File: src/rtl/rcn_pkg.sv
// ----------------------------------------------------------------------------
// Rectangle candidate nesting: shared package
// Types, register indexes and constants used across the block.
// ----------------------------------------------------------------------------
`default_nettype none

package rcn_pkg;

   localparam int unsigned COORD_W  = 16;
   localparam int unsigned AREA_W   = 32;
   localparam int unsigned PARENT_W = 7;

   // Smallest side that a clipped box may have.
   localparam logic signed [COORD_W:0] MIN_SIDE = 17'sd8;
   // Parent code for a box with no enclosing box.
   localparam logic [PARENT_W-1:0] PARENT_NONE = 7'h7F;

   typedef enum logic [2:0] {
      CSR_VIEW_LEFT   = 3'd0,
      CSR_VIEW_TOP    = 3'd1,
      CSR_VIEW_RIGHT  = 3'd2,
      CSR_VIEW_BOTTOM = 3'd3,
      CSR_POINT_X     = 3'd4,
      CSR_POINT_Y     = 3'd5
   } csr_index_type;

   typedef struct packed {
      logic [COORD_W-1:0] left;
      logic [COORD_W-1:0] top;
      logic [COORD_W-1:0] right;
      logic [COORD_W-1:0] bottom;
   } box_type;

   // One classified request as it travels through the queue.
   typedef struct packed {
      box_type box;
      logic    keep;
      logic    last;
   } entry_type;

   // Queue handshake between the front and back parts.
   typedef struct packed {
      logic full;
      logic empty;
   } queue_status_type;

   typedef struct packed {
      logic push;
      logic pop;
   } queue_ctrl_type;

   typedef struct packed {
      box_type             box;
      logic [PARENT_W-1:0] parent_index;
      logic                none_found;
      logic                dropped_some;
      logic                final_item;
   } result_type;

   typedef enum logic [3:0] {
      ST_IDLE,
      ST_DUP,
      ST_AREA,
      ST_APPEND,
      ST_END,
      ST_EMPTY,
      ST_SEL,
      ST_PAR,
      ST_RANK,
      ST_EMIT
   } back_state_type;

   // True when outer holds inner; edges may touch.
   function automatic logic encloses(input box_type outer, input box_type inner);
      encloses = (inner.left >= outer.left) && (inner.top >= outer.top) &&
                 (inner.right <= outer.right) && (inner.bottom <= outer.bottom);
   endfunction

endpackage

`default_nettype wire

File: src/rtl/rcn_if.sv
// ----------------------------------------------------------------------------
// Rectangle candidate nesting: channel interfaces
// Request, result and register write channels with valid/ready handshakes.
// ----------------------------------------------------------------------------
`default_nettype none

interface rcn_req_if;
   logic        valid;
   logic        ready;
   logic [15:0] box_left;
   logic [15:0] box_top;
   logic [15:0] box_right;
   logic [15:0] box_bottom;
   logic        last_box;

   modport source (output valid, box_left, box_top, box_right, box_bottom, last_box,
                   input ready);
   modport sink   (input valid, box_left, box_top, box_right, box_bottom, last_box,
                   output ready);
endinterface


interface rcn_csr_if;
   logic        valid;
   logic        ready;
   logic [2:0]  index;
   logic [15:0] data;

   modport source (output valid, index, data, input ready);
   modport sink   (input valid, index, data, output ready);
endinterface

`default_nettype wire

File: src/rtl/rcn_front.sv
// ----------------------------------------------------------------------------
// Rectangle candidate nesting: front part
// Holds the registers, tests each request against the point and clips it.
// ----------------------------------------------------------------------------
`default_nettype none

module rcn_front (
   input  wire                        clock,
   input  wire                        reset,
   rcn_req_if.sink                    req_chan,
   rcn_csr_if.sink                    csr_chan,
   input  rcn_pkg::queue_status_type  q_status,
   output logic                       q_push,
   output rcn_pkg::entry_type         q_entry
);

   logic signed [15:0] view_left_ff, view_top_ff, view_right_ff, view_bottom_ff;
   logic signed [15:0] point_x_ff, point_y_ff;

   logic signed [16:0] bl, bt, br, bb, cl, ct, cr, cb;
   logic signed [16:0] vl, vt, vr, vb, px, py;
   logic               hits_point, big_enough;
   logic signed [16:0] rel_l, rel_t, rel_r, rel_b;

   // Register writes are always taken.
   assign csr_chan.ready = 1'b1;

   always_ff @(posedge clock) begin
      if (reset) begin
         view_left_ff   <= '0;
         view_top_ff    <= '0;
         view_right_ff  <= '0;
         view_bottom_ff <= '0;
         point_x_ff     <= '0;
         point_y_ff     <= '0;
      end else if (csr_chan.valid) begin
         case (csr_chan.index)
            rcn_pkg::CSR_VIEW_LEFT:   view_left_ff   <= csr_chan.data;
            rcn_pkg::CSR_VIEW_TOP:    view_top_ff    <= csr_chan.data;
            rcn_pkg::CSR_VIEW_RIGHT:  view_right_ff  <= csr_chan.data;
            rcn_pkg::CSR_VIEW_BOTTOM: view_bottom_ff <= csr_chan.data;
            rcn_pkg::CSR_POINT_X:     point_x_ff     <= csr_chan.data;
            rcn_pkg::CSR_POINT_Y:     point_y_ff     <= csr_chan.data;
            default: ;
         endcase
      end
   end

   // Point test, clipping to the view and the minimum side check.
   always_comb begin
      bl = 17'(signed'(req_chan.box_left));
      bt = 17'(signed'(req_chan.box_top));
      br = 17'(signed'(req_chan.box_right));
      bb = 17'(signed'(req_chan.box_bottom));
      vl = 17'(view_left_ff);
      vt = 17'(view_top_ff);
      vr = 17'(view_right_ff);
      vb = 17'(view_bottom_ff);
      px = 17'(point_x_ff);
      py = 17'(point_y_ff);
      hits_point = (px >= bl) && (px < br) && (py >= bt) && (py < bb);
      cl = (bl > vl) ? bl : vl;
      ct = (bt > vt) ? bt : vt;
      cr = (br < vr) ? br : vr;
      cb = (bb < vb) ? bb : vb;
      big_enough = ((cr - cl) >= rcn_pkg::MIN_SIDE) && ((cb - ct) >= rcn_pkg::MIN_SIDE);
      rel_l = cl - vl;
      rel_t = ct - vt;
      rel_r = cr - vl;
      rel_b = cb - vt;
   end

   // A request is taken whenever the queue has room.
   assign req_chan.ready       = !q_status.full;
   assign q_push               = req_chan.valid && !q_status.full;
   assign q_entry.box.left     = rel_l[15:0];
   assign q_entry.box.top      = rel_t[15:0];
   assign q_entry.box.right    = rel_r[15:0];
   assign q_entry.box.bottom   = rel_b[15:0];
   assign q_entry.keep         = hits_point && big_enough;
   assign q_entry.last         = req_chan.last_box;

endmodule

`default_nettype wire

File: src/flat_wrapper.sv
// flat-port wrapper written by rule: the top's interface ports become plain ports
module rcn_front_flat 
  (clock, reset, q_status, q_push, q_entry, req_chan_valid, req_chan_box_left, req_chan_box_top, req_chan_box_right, req_chan_box_bottom, req_chan_last_box, req_chan_ready, csr_chan_valid, csr_chan_index, csr_chan_data, csr_chan_ready);
  rcn_req_if req_chan_i ();
  rcn_csr_if csr_chan_i ();
  input  wire clock;
  input  wire reset;
  input  rcn_pkg::queue_status_type q_status;
  output logic q_push;
  output rcn_pkg::entry_type q_entry;
  input wire logic [$bits(req_chan_i.valid)-1:0] req_chan_valid;
  input wire logic [$bits(req_chan_i.box_left)-1:0] req_chan_box_left;
  input wire logic [$bits(req_chan_i.box_top)-1:0] req_chan_box_top;
  input wire logic [$bits(req_chan_i.box_right)-1:0] req_chan_box_right;
  input wire logic [$bits(req_chan_i.box_bottom)-1:0] req_chan_box_bottom;
  input wire logic [$bits(req_chan_i.last_box)-1:0] req_chan_last_box;
  output wire logic [$bits(req_chan_i.ready)-1:0] req_chan_ready;
  input wire logic [$bits(csr_chan_i.valid)-1:0] csr_chan_valid;
  input wire logic [$bits(csr_chan_i.index)-1:0] csr_chan_index;
  input wire logic [$bits(csr_chan_i.data)-1:0] csr_chan_data;
  output wire logic [$bits(csr_chan_i.ready)-1:0] csr_chan_ready;
  assign req_chan_i.valid = req_chan_valid;
  assign req_chan_i.box_left = req_chan_box_left;
  assign req_chan_i.box_top = req_chan_box_top;
  assign req_chan_i.box_right = req_chan_box_right;
  assign req_chan_i.box_bottom = req_chan_box_bottom;
  assign req_chan_i.last_box = req_chan_last_box;
  assign req_chan_ready = req_chan_i.ready;
  assign csr_chan_i.valid = csr_chan_valid;
  assign csr_chan_i.index = csr_chan_index;
  assign csr_chan_i.data = csr_chan_data;
  assign csr_chan_ready = csr_chan_i.ready;
  rcn_front u_core (.clock(clock), .reset(reset), .req_chan(req_chan_i), .csr_chan(csr_chan_i), .q_status(q_status), .q_push(q_push), .q_entry(q_entry));
endmodule
File: config.mk
export PLATFORM = sky130hd
export DESIGN_NAME = rcn_front_flat
export DESIGN_NICKNAME = d
export VERILOG_FILES = /design/src/rtl/rcn_pkg.sv /design/src/rtl/rcn_if.sv /design/src/rtl/rcn_front.sv /design/src/flat_wrapper.sv
export SDC_FILE = /design/constraint.sdc
export NUM_CORES = 1
export LEC_CHECK = 0
export ABC_AREA = 1
export BUFFER_PORTS_ARGS = -buffer_cell sky130_fd_sc_hd__buf_2
export CELL_PAD_IN_SITES_DETAIL_PLACEMENT = 0
export CELL_PAD_IN_SITES_GLOBAL_PLACEMENT = 2
export CORE_MARGIN = 3
export CORE_UTILIZATION = 35
export CTS_CLUSTER_SIZE = 16
export DETAILED_ROUTE_END_ITERATION = 8
export PLACE_DENSITY = 0.89
export SETUP_SLACK_MARGIN = 0.4
export SYNTH_ARGS = -nofsm -noshare
export SYNTH_HDL_FRONTEND = slang
export SYNTH_SLANG_ARGS = --single-unit
File: constraint.sdc
create_clock -name clock -period 6.55 [get_ports clock]
set_input_delay 0.3275 -clock clock [delete_from_list [all_inputs] [get_ports clock]]
set_output_delay 0.3275 -clock clock [all_outputs]
set_load 0.005 [all_outputs]
==> metrics.txt <==
status=completed; H-tree depth=3; WL final=40970 um; Critical-path top delay cell=o21ai_1; WP buf/inv=5; placed inst area=13350 um2; Die H=192.8 um; Synth cell types=45; Max Freq=0.1793 GHz; row count=67; Final Max Tran Viols=0; Critical Path End Type=primary output; Non-Filler Instances=2493; clk_skew=0 ps; CP Max Fanout=29; cell repeated most along the worst path=nand2_1; required time of the critical path=6220 ps; worst flop-to-flop path startpoint=u_core.view_top_ff[15]$_SDFFE_PP0P_; R2R Path End=u_core.view_top_ff[15]$_SDFFE_PP0P_; nets=2352; CTS buffer count=9; pin count of the biggest net entering global routing=97; RSZ-0062 raised after global routing=false; global-route wire length before repair=62980 um; min Tclk post-route=5576 ps; Bufs on Longest Clock Path=2; Area Growth Syn to Fin=12.28%; Design Area, Final=13710 um2; max_cap viols=0; hold path start=csr_chan_index[1]; PortBufs=154; Synth Instances=1912; Post-Syn Area=12210 um2; arrival time worst endpoint=5250 ps; number of antenna violations at the first check in global routing=1; Core Footprint=33950 um2; Yosys warnings=0; Sinks on Clock Net=96; setup bufs post-CTS=0; fin crit share=85.13%; fill cell count=3708; cell depth of the worst flop-to-flop path=2; Die W=192.8 um; Syn Nets=2224; Yosys reg bits=96; setup violators final=0; CTS tree=built; vias in the first global route=11590; n_diodes=0; Cells after DPL=2477; routed wire length per instance=16.43 um; RePlAce Congestion=0.9226; dpl hpwl=34750 um; routed vias=12429; initial drt markers=662; most common cell after layout, fill and taps aside=nand2_1; CP Launch Type=register; final hold viol count=0; sequential area share after synthesis=15.74%; Hold Path Class=in -> reg; overall routing resource usage=21.84%; peak supply drop=109.0 uV; number of vias per cell=4.986; Post-CTS Resized=0; syn avg cell area=6.384 um2; initial core utilization=35.95%; DRC errors left=0; Root Buffer=clkbuf_16; Final Worst Setup Slack=974.1 ps; slowest stage delay, CP=760 ps; Worst R2R Setup Slack=5680 ps; Min-Delay Endpoint=u_core.view_right_ff[0]$_SDFFE_PP0P_; most frequent cells in the layout=nand2_1, inv_1, ha_1, a21oi_1, buf_2; IO Count=159; die area=37150 um2; later-pin clock latency in the skew report=350 ps; Register Area=1922 um2; top post-synthesis cells by area=ha_1, nand2_1, dfxtp_1, inv_1, a21oi_1; Placement Setup Slack=1270 ps; setup_tns=0 ps; Crit Path Class=reg -> out; slew of the pin with the lowest slew margin=1137 ps; Overflow after GRT=0; utilization after layout=40.37%; PD cells=215.5 nW/um2; layout cell share with drive strength beyond 1=12.22%; footprint of the multi-input gates=8852 um2; Static Leak=7.101 nW; Top delay family on crit path=simple AND/OR/NAND/NOR gates; top cell type by total area after synthesis=ha_1; Max transition margin=24.20%; DRT antenna net count=0; Detailed Routing Iterations Pass 1=5; top cell type's share of synthesized area=22.14%; Min-Delay Path Depth=3; hold bufs inserted after CTS=0; clock-pin slew on the worst setup and hold paths=70 ps
-- where the power goes --
part           internal (mW)  leakage, nW  total, mW  switching [mW]
clock network          0.387        0.173      0.644           0.257
logic                  0.638         6.15       1.70            1.06
registers              0.601        0.779      0.612          0.0106
-- layer usage --
| layer | vias up | track usage (%) | share of wire [%] |
|---|---|---|---|
| met4 | 2 | 5.240 | 2.4 |
| li1 | 6535 | - | - |
| met1 | 5600 | 27.93 | 46 |
| met3 | 44 | 3.015 | 3.8 |
| met5 | - | 0 | 0.032 |
| met2 | 248 | 38.69 | 48 |
-- state kept, by name (all words and copies together) (netlist names) --
name,cells
u_core.view_bottom_ff,16
u_core.point_y_ff,16
u_core.view_right_ff,16
u_core.view_left_ff,16
u_core.view_top_ff,16
u_core.point_x_ff,16
-- final cells by class --
type | instances | area share (%)
Multi-Input combinational cell | 1451 | 64.59
Clock buffer | 10 | 1.744
Tap cell | 448 | 4.090
Inverter | 324 | 8.874
Clock inverter | 6 | 0.8216
Timing Repair Buffer | 158 | 5.861
Sequential cell | 96 | 14.02
-- cell usage after synthesis (all sizes together) --
| master | instances |
|---|---|
| a211o | 2 |
| a211oi | 63 |
| a21boi | 7 |
| a21o | 2 |
| a21oi | 171 |
| a31oi | 6 |
| and2 | 1 |
| and3 | 1 |
| buf | 13 |
| clkbuf | 28 |
| clkinv | 2 |
| conb | 1 |
| dfxtp | 96 |
| fa | 6 |
| ha | 216 |
| inv | 322 |
| nand2 | 516 |
| nand3 | 77 |
| nand3b | 10 |
| nand4 | 16 |
| nor2 | 142 |
| nor3 | 21 |
| nor3b | 1 |
| nor4 | 6 |
| o211a | 2 |
| o21a | 6 |
| o21ai | 109 |
| o21bai | 5 |
| o31ai | 4 |
| or2 | 1 |
| xnor2 | 16 |
| xor2 | 43 |
-- cell families (layout without fill, tap and decap cells) --
| family | after synthesis | in the layout | synth area share [%] |
|---|---|---|---|
| buffers and inverters | 365 | 498 | 11.74 |
| and+or+nand+nor | 792 | 792 | 26.52 |
| AOI/OAI and AO/OA | 377 | 377 | 18.55 |
| adders and majority gates | 222 | 222 | 23.12 |
| other | 1 | 1 | 0.03072 |
| xor gates and xnor gates | 59 | 59 | 4.295 |
| DFF | 96 | 96 | 15.74 |
-- worst register-to-register path, cell delays in order (launching register included) --
cell	delay, ps
dfxtp_1	410
inv_1	140
a211oi_1	240
-- metrics by stage --
| step | hold WS (ps) | power (mW) |
|---|---|---|
| floorplan | 444.6 | 1.796 |
| global placement | 460.7 | 2.315 |
| detailed placement | 464.9 | 2.322 |
| finish | 278.6 | 2.954 |
| global route | 301.8 | 3.226 |
| CTS | 268.0 | 2.976 |
-- how the worst max path moves through the flow --
| stage | depth (start not counted) | to | startpoint |
|---|---|---|---|
| 3_5_place_dp | 27 | q_entry[1] | req_chan_box_bottom[15] |
| 3_3_place_gp | 23 | q_entry[30] | req_chan_box_right[1] |
| 5_1_grt | 27 | q_entry[1] | u_core.view_bottom_ff[15]$_SDFFE_PP0P_ |
| 6_report | 27 | q_entry[1] | u_core.view_bottom_ff[15]$_SDFFE_PP0P_ |
| 2_1_floorplan | 24 | q_entry[46] | u_core.view_top_ff[15]$_SDFFE_PP0P_ |
| 4_1_cts | 27 | q_entry[1] | u_core.view_bottom_ff[15]$_SDFFE_PP0P_ |
No activity file was read; power rests on OpenSTA's default activity.
