<file path="src/rtl/rcn_pkg.sv">
// ----------------------------------------------------------------------------
// Rectangle candidate nesting: shared package
// Types, register indexes and constants used across the block.
// ----------------------------------------------------------------------------
`default_nettype none

package rcn_pkg;

   localparam int unsigned COORD_W  = 16;
   localparam int unsigned AREA_W   = 32;
   localparam int unsigned PARENT_W = 7;

   // Smallest side that a clipped box may have.
   localparam logic signed [COORD_W:0] MIN_SIDE = 17'sd8;
   // Parent code for a box with no enclosing box.
   localparam logic [PARENT_W-1:0] PARENT_NONE = 7'h7F;

   typedef enum logic [2:0] {
      CSR_VIEW_LEFT   = 3'd0,
      CSR_VIEW_TOP    = 3'd1,
      CSR_VIEW_RIGHT  = 3'd2,
      CSR_VIEW_BOTTOM = 3'd3,
      CSR_POINT_X     = 3'd4,
      CSR_POINT_Y     = 3'd5
   } csr_index_type;

   typedef struct packed {
      logic [COORD_W-1:0] left;
      logic [COORD_W-1:0] top;
      logic [COORD_W-1:0] right;
      logic [COORD_W-1:0] bottom;
   } box_type;

   // One classified request as it travels through the queue.
   typedef struct packed {
      box_type box;
      logic    keep;
      logic    last;
   } entry_type;

   // Queue handshake between the front and back parts.
   typedef struct packed {
      logic full;
      logic empty;
   } queue_status_type;

   typedef struct packed {
      logic push;
      logic pop;
   } queue_ctrl_type;

   typedef struct packed {
      box_type             box;
      logic [PARENT_W-1:0] parent_index;
      logic                none_found;
      logic                dropped_some;
      logic                final_item;
   } result_type;

   typedef enum logic [3:0] {
      ST_IDLE,
      ST_DUP,
      ST_AREA,
      ST_APPEND,
      ST_END,
      ST_EMPTY,
      ST_SEL,
      ST_PAR,
      ST_RANK,
      ST_EMIT
   } back_state_type;

   // True when outer holds inner; edges may touch.
   function automatic logic encloses(input box_type outer, input box_type inner);
      encloses = (inner.left >= outer.left) && (inner.top >= outer.top) &&
                 (inner.right <= outer.right) && (inner.bottom <= outer.bottom);
   endfunction

endpackage

`default_nettype wire

</file>
<file path="src/rtl/rcn_queue.sv">
// ----------------------------------------------------------------------------
// Rectangle candidate nesting: decoupling queue
// Two-entry queue of classified requests between the front and back parts.
// ----------------------------------------------------------------------------
`default_nettype none

module rcn_queue (
   input  wire                        clock,
   input  wire                        reset,
   input  rcn_pkg::queue_ctrl_type    ctrl,
   input  rcn_pkg::entry_type         wr_entry,
   output rcn_pkg::entry_type         rd_entry,
   output rcn_pkg::queue_status_type  status
);

   rcn_pkg::entry_type slot_ff [2];
   logic               wr_ptr_ff, wr_ptr_in;
   logic               rd_ptr_ff, rd_ptr_in;
   logic [1:0]         fill_ff, fill_in;
   logic               do_push, do_pop;

   assign status.full  = (fill_ff == 2'd2);
   assign status.empty = (fill_ff == 2'd0);
   assign do_push      = ctrl.push && !status.full;
   assign do_pop       = ctrl.pop && !status.empty;
   assign rd_entry     = slot_ff[rd_ptr_ff];

   // Pointer and fill count update.
   always_comb begin
      wr_ptr_in = do_push ? !wr_ptr_ff : wr_ptr_ff;
      rd_ptr_in = do_pop ? !rd_ptr_ff : rd_ptr_ff;
      fill_in   = fill_ff + 2'(do_push) - 2'(do_pop);
   end

   always_ff @(posedge clock) begin
      if (reset) begin
         wr_ptr_ff <= 1'b0;
         rd_ptr_ff <= 1'b0;
         fill_ff   <= 2'd0;
      end else begin
         wr_ptr_ff <= wr_ptr_in;
         rd_ptr_ff <= rd_ptr_in;
         fill_ff   <= fill_in;
      end
   end

   always_ff @(posedge clock) begin
      if (do_push) begin
         slot_ff[wr_ptr_ff] <= wr_entry;
      end
   end

endmodule

`default_nettype wire

</file>
<file path="config.mk">
export PLATFORM = sky130hd
export DESIGN_NAME = rcn_queue
export DESIGN_NICKNAME = d
export VERILOG_FILES = /design/src/rtl/rcn_pkg.sv /design/src/rtl/rcn_queue.sv
export SDC_FILE = /design/constraint.sdc
export NUM_CORES = 1
export LEC_CHECK = 0
export ABC_CLOCK_PERIOD_IN_PS = 3300
export BUFFER_PORTS_ARGS = -buffer_cell sky130_fd_sc_hd__buf_2
export CAP_MARGIN = 20
export CORE_ASPECT_RATIO = 1.75
export CORE_UTILIZATION = 44
export DETAILED_ROUTE_END_ITERATION = 8
export MAX_ROUTING_LAYER = met4
export PLACE_DENSITY = 0.69
export SLEW_MARGIN = 20
export SYNTH_ARGS = -nofsm -noshare
export SYNTH_HDL_FRONTEND = slang
export SYNTH_SLANG_ARGS = --single-unit
</file>
<file path="constraint.sdc">
create_clock -name clock -period 3.3 [get_ports clock]
set_input_delay 0.66 -clock clock [delete_from_list [all_inputs] [get_ports clock]]
set_output_delay 0.66 -clock clock [all_outputs]
set_load 0.02 [all_outputs]
</file>
==> reports/results.ini, run 1 <==
[timing]
final_max_slew_viol_count = 0
clock.fmax_mhz = 387
rsz0062_at_grt = false
fin_crit_sh_pct = 78.4
fin_crit_ns = 2.59
holdWs_ns = 0.444
relSlewSlack_pct = 41.0
clock_skew_ns = 0.00724
tightestPinTransition_ns = 0.885
hold_viol = 0
fin_ws_ns = 0.714
finalSetupTns_ns = 0
setup_viol = 0

[logic_synthesis]
yosys-top-cells-count = edfxtp_1, mux2_1, dfxtp_1, buf_6, nor2_1
async_flop_share_pct = 0
yosys.area.top_type = edfxtp_1
yosysSeqAreaShare_pct = 81.2
netlist_area_um2 = 5000
synth-edff-count = 132
synth.ff_latch_count = 137
synthCells = 232
yosysMostFrequentCell = edfxtp_1
synth.distinct_cells = 22
ys.warnings.count = 0
synth-main-ff-cell = edfxtp_1
syn_nets = 304
ys_top_cells_by_area = edfxtp_1, mux2_1, dfxtp_1
synth_top_cell_area_share_pct = 79.2
syn_area_per_cell_um2 = 21.6

[power_and_ir_drop]
p_leak_nw = 2.43
p_int_w = 0.00374
switching_share_pct = 29.8
pwr-share-comb_pct = 23.7
cellPowerDensity_nw_per_um2 = 837
seq_power_share_pct = 45.1
p_switching_w = 0.00159
peakVddDrop_mv = 0.715
p_clk_share_pct = 31.2

[clock_tree]
cts.clk_slew.worst_paths_ns = 0.05
cts_max_path_buffers = 2
clock_latency_ns = 0.40
cts.htree.levels = 4
cts_hold_buf = 0
cts_setup_buffers = 0
clkSinkCount = 137
cts_root_buf = clkbuf_16
cts_resized = 0
numCtsBuffers = 17
cts_tree = built

[min_path]
hp-class = input port to register

[drt]
first_pass_iters = 4
highest_layer = met4
wirelength_um = 8820
routed-wl-met3_um = 453
wl_met2_um = 5160
wl_met1_um = 3050
ant_nets = 0
drc = 0
vias_per_cell = 4.91
dr_total_vias = 2600
drt_iter0_markers = 120
wl_per_cell_um = 16.7

[placement]
pre_cts_ws_ns = 1.08
place_area_um2 = 5840
place_hpwl_um = 5630
place.gp.congestion = 0.736
numPortBuffers = 137

[global_routing]
grt_usage_pct = 16.4
first_global_vias = 2711
grt_max_degree = 67
antenna_found_initial = 1
grt_pass1_wl_um = 12900
grt-ovfl-total = 0

[worst_setup_path]
endpoint_kind = output port
reg2regPathDepth = 5
reg2reg_slack_ns = 1.60
critPathLaunchType = register
r2r-start = fill_ff[0]
arrival_ns = 1.93
critPathCapture = rd_entry[22]
crit_type = register to output port
worst_ep_required_time_ns = 2.64
regToRegEndpoint = slot_ff[0][41]
cp_max_fo = 66

[final_layout]
final_core_util_pct = 57.3
fillCellCount = 880
areaGrowthSynthToFinish_pct = 27.1
fin_area_um2 = 6360
nNetsFinal = 455
drive_gt1_share_pct = 43.3

[floorplan]
core-area_um2 = 11100
die_w_um = 82.6
start_util_pct = 45.1
rows = 51
die_area_um2 = 11800
die_y_um = 143
num_io_pins = 138

[outcome]
outcome = finished clean

[run]
maxCapViolations = 0

==> layout make-up <==
type | instances | area, um2 | share of cell area [%]
Multi-Input combinational cell | 84 | 863 | 13.6
Antenna cell | 2 | 5.00 | 0.0787
Tap cell | 132 | 165 | 2.60
Clock inverter | 10 | 80.1 | 1.26
Timing Repair Buffer | 139 | 726 | 11.4
Clock buffer | 21 | 440 | 6.92
Sequential cell | 137 | 4070 | 63.9
Inverter | 4 | 15.0 | 0.236
==> cell families (layout without fill, tap and decap cells) <==
family / Yosys count / count (layout) / share of synthesized area [%]
flops: 137 / 137 / 81.2
mux: 66 / 66 / 14.8
simple gates: 11 / 11 / 1.18
buf+inv: 11 / 174 / 1.55
compound gates: 3 / 3 / 0.375
fa+ha+maj: 2 / 2 / 0.500
xor+xnor: 2 / 2 / 0.350
other cells: 0 / 2 / 0
==> cell usage in the layout (no fill, tap or decap) <==
cell          n
dfxtp_4       1
nor3_1        1
a21oi_1       1
and3_2        1
clkinv_1      1
o21ai_0       1
and2_1        1
nand2_1       1
ha_1          2
inv_1         2
buf_12        2
clkbuf_1      4
bufinv_16     1
clkinv_2      6
dfxtp_1       4
nand2b_2      1
clkinv_4      1
nor2_1        4
clkinvlp_4    1
mux2_1       66
inv_2         2
clkbuf_16    17
o21a_2        1
or3_1         1
nor2b_1       1
diode_2       2
xnor2_1       1
xor2_1        1
buf_2       137
edfxtp_1    132
==> per-layer routing <==
layer | global-route usage, % | vias to the layer above
li1 | - | 1214
met1 | 14.8 | 1283
met2 | 29.1 | 93
met3 | 5.62 | 10
met4 | 8.17 | 0
met5 | - | -
==> critical path: stages (launching register included) <==
cell and delay [ns]:
dfxtp_4 0.92, mux2_1 0.40, buf_2 0.17
==> registers in the layout, indices dropped and copies added (netlist names), named ones only <==
| name | flops |
|---|---|
| slot_ff | 132 |
| fill_ff | 2 |
| rd_ptr_ff | 1 |
| wr_ptr_ff | 1 |
==> worst min-delay path by stage <==
stage / from / to / slack (ns) / depth (start not counted)
after floorplan: wr_ptr_ff / wr_ptr_ff / 0.45 / 2
after global routing: wr_entry[14] / slot_ff[1][14] / 0.42 / 1
final: wr_entry[14] / slot_ff[0][14] / 0.44 / 1
after global placement: wr_ptr_ff / wr_ptr_ff / 0.47 / 2
after CTS: wr_entry[14] / slot_ff[0][14] / 0.42 / 1
after detailed placement: wr_ptr_ff / wr_ptr_ff / 0.51 / 2
==> power groups by stage <==
| stage | registers (W) | clock network [W] | logic, W |
|---|---|---|---|
| 6_report | 0.00240 | 0.00166 | 0.00126 |
| 5_1_grt | 0.00244 | 0.00176 | 0.00136 |
| 4_1_cts | 0.00241 | 0.00169 | 0.00129 |
| 3_5_place_dp | 0.00245 | 0 | 0.00128 |
| 3_3_place_gp | 0.00243 | 0 | 0.00126 |
| 2_1_floorplan | 0.00230 | 0 | 0.000974 |
==> stage by stage <==
stage | cells | power (W)
floorplan | 232 | 0.00328
global placement | 496 | 0.00369
detailed placement | 496 | 0.00373
CTS | 527 | 0.00539
global route | 528 | 0.00556
finish | 529 | 0.00532
No activity file was read; power rests on OpenSTA's default activity.
==> run 2: changes to the inputs <==
- ABC_CLOCK_PERIOD_IN_PS: 3300 -> 2100
- PLACE_DENSITY: 0.69 -> 0.72
- clock period: 3.3 -> 2.1 ns (I/O delays scaled with it)
==> reports/results.ini, run 2 (synthesis gave the netlist of run 1 again) <==
[worst_setup_path]
cp_slowest_stage_delay_ns = 0.39  ; -0.53 ns
arrival_ns = 1.57  ; -0.36 ns
r2r-start = fill_ff[0]
reg2reg_slack_ns = 0.40  ; -1.20 ns
worst_ep_required_time_ns = 1.68  ; -0.96 ns
slowest_stage = mux2_1
worstPathCellList = buf_12 -> mux2_1 -> buf_2
crit_type = register to output port
cp_max_fo = 37  ; -44%
endpoint_kind = output port
critPathLaunchType = register
regToRegEndpoint = slot_ff[0][29]
reg2regPathDepth = 5  ; unchanged

[power_and_ir_drop]
p_int_w = 0.00605  ; +62%
cellPowerDensity_nw_per_um2 = 1330  ; +59%
p_switching_w = 0.00254  ; +60%
pwr-share-comb_pct = 26.1  ; +2.4 points
peakVddDrop_mv = 0.952  ; +33%
p_leak_nw = 2.46  ; +1.1%
p_clk_share_pct = 32.1  ; +0.9 points
seq_power_share_pct = 41.8  ; -3.3 points
switching_share_pct = 29.5  ; -0.29 points

[timing]
clock_skew_ns = 0.00813  ; +0.000890 ns
final_max_slew_viol_count = 0  ; unchanged
rsz0062_at_grt = false
hold_viol = 0  ; unchanged
clock.fmax_mhz = 501
finalSetupTns_ns = 0  ; unchanged
tightestPinTransition_ns = 0.378  ; -0.507 ns
fin_crit_ns = 1.99
setup_viol = 0  ; unchanged
fin_crit_sh_pct = 95.0
relSlewSlack_pct = 74.8  ; +34 points

[clock_tree]
cts_hold_buf = 0  ; unchanged
cts_max_path_buffers = 2  ; unchanged
cts.htree.levels = 4  ; unchanged
cts_root_buf = clkbuf_16
clock_latency_ns = 0.40  ; about the same
cts.clk_slew.worst_paths_ns = 0.06  ; about the same
cts_resized = 0  ; unchanged
numCtsBuffers = 17  ; unchanged
cts_setup_buffers = 0  ; unchanged
clkSinkCount = 137  ; unchanged
cts_tree = built

[final_layout]
reg_top3 = slot_ff x132, fill_ff x2
multiInputGateArea_um2 = 868  ; +0.58%
largest_reg_flops = 132  ; unchanged
mostFrequentLayoutCell = buf_2
seq_area_um2 = 4070  ; unchanged
areaGrowthSynthToFinish_pct = 28.8
layout_common_cells = buf_2, edfxtp_1, mux2_1
fillCellCount = 869  ; -1.3%
largest_register = slot_ff
nNetsFinal = 457  ; +0.44%
final_core_util_pct = 58.1  ; +0.78 points
drive_gt1_share_pct = 43.7  ; +0.43 points

[floorplan]
num_io_pins = 138  ; unchanged
die_y_um = 143  ; unchanged
core-area_um2 = 11100  ; unchanged
die_w_um = 82.6  ; unchanged
rows = 51  ; unchanged
die_area_um2 = 11800  ; unchanged
start_util_pct = 45.1  ; unchanged

[min_path]
min_path_cells = 1  ; unchanged
hp-class = input port to register
hold_end = slot_ff[0][2]
hp-start = wr_entry[2]

[run]
maxCapViolations = 0  ; unchanged

[global_routing]
grt_usage_pct = 16.2  ; -0.12 points
grt_max_degree = 67  ; unchanged
grt-ovfl-total = 0  ; unchanged
grt_pass1_wl_um = 12800  ; -0.59%
first_global_vias = 2688  ; -0.85%
antenna_found_initial = 1  ; unchanged

[drt]
wirelength_um = 8790  ; -0.44%
vias_per_cell = 4.87  ; -0.84%
drt_iter0_markers = 121  ; +0.83%
first_pass_iters = 4  ; unchanged
wl_per_cell_um = 16.5  ; -0.82%
drc = 0  ; unchanged
dr_total_vias = 2588  ; -0.46%
ant_nets = 0  ; unchanged

[placement]
place.gp.congestion = 0.747  ; +1.6%
numPortBuffers = 137  ; unchanged
place_hpwl_um = 5730  ; +1.8%

[outcome]
outcome = finished clean

## run 2: cell count changes in the layout (fill, tap and decap cells not counted), moves of 2 or more
cell / before / now
clkinv_2: 6 / 2
buf_12: 2 / 4
clkbuf_1: 4 / 1
clkinv_4: 1 / 3
clkinv_1: 1 / 5
## run 2: layer usage
metal	GRT usage (%)	routed length (um)	vias up
met5	-	0	-
met4	11.9	335	0
met3	4.54	421	20
met2	27.7	4990	93
met1	14.9	3030	1258
li1	-	-	1217
## run 2: power groups by stage
stage / sequential (W) / clock [W] / combinational, W
after floorplan: 0.00361 / 0 / 0.00154
after global placement: 0.00362 / 0 / 0.00225
after detailed placement: 0.00365 / 0 / 0.00228
after CTS: 0.00360 / 0.00281 / 0.00229
after global routing: 0.00363 / 0.00291 / 0.00243
final: 0.00359 / 0.00275 / 0.00224
## run 2: area by class of cell
| cell class | count | share of cell area, % |
|---|---|---|
| Antenna cell | 1 | 0.0388 |
| Clock buffer | 18 | 6.66 |
| Clock inverter | 14 | 2.04 |
| Inverter | 4 | 0.291 |
| Multi-Input combinational cell | 84 | 13.5 |
| Sequential cell | 137 | 63.1 |
| Tap cell | 132 | 2.56 |
| Timing Repair Buffer | 141 | 11.9 |
## run 2: worst max-delay path, delay by kind of cell, from the launching register on
kind | cells | cell delay [ns]
buf+inv | 2 | 0.39
flops | 1 | 0.37
mux | 1 | 0.39
## run 2: how the worst max path moves through the flow
stage | from | endpoint | cells after the start
final | register | rd_entry[58] | 3
after global routing | register | rd_entry[58] | 3
after CTS | register | rd_entry[58] | 3
after detailed placement | ctrl[1] | slot_ff[0][31] | 5
after global placement | ctrl[1] | slot_ff[0][29] | 5
after floorplan | fill_ff[0] | slot_ff[0][0] | 4
## run 2: through the flow
step                      area (um2)  hold WS (ns)  setup slack [ns]  cells  total power, W
final                           6450         0.199             0.105    531         0.00859
after global routing            6450         0.181            0.0365    531         0.00897
after CTS                       6450         0.179            0.0774    530         0.00870
after detailed placement        5890         0.487             0.358    498         0.00593
after global placement          5890         0.488             0.384    498         0.00587
after floorplan                 5010         0.456            0.0161    232         0.00516
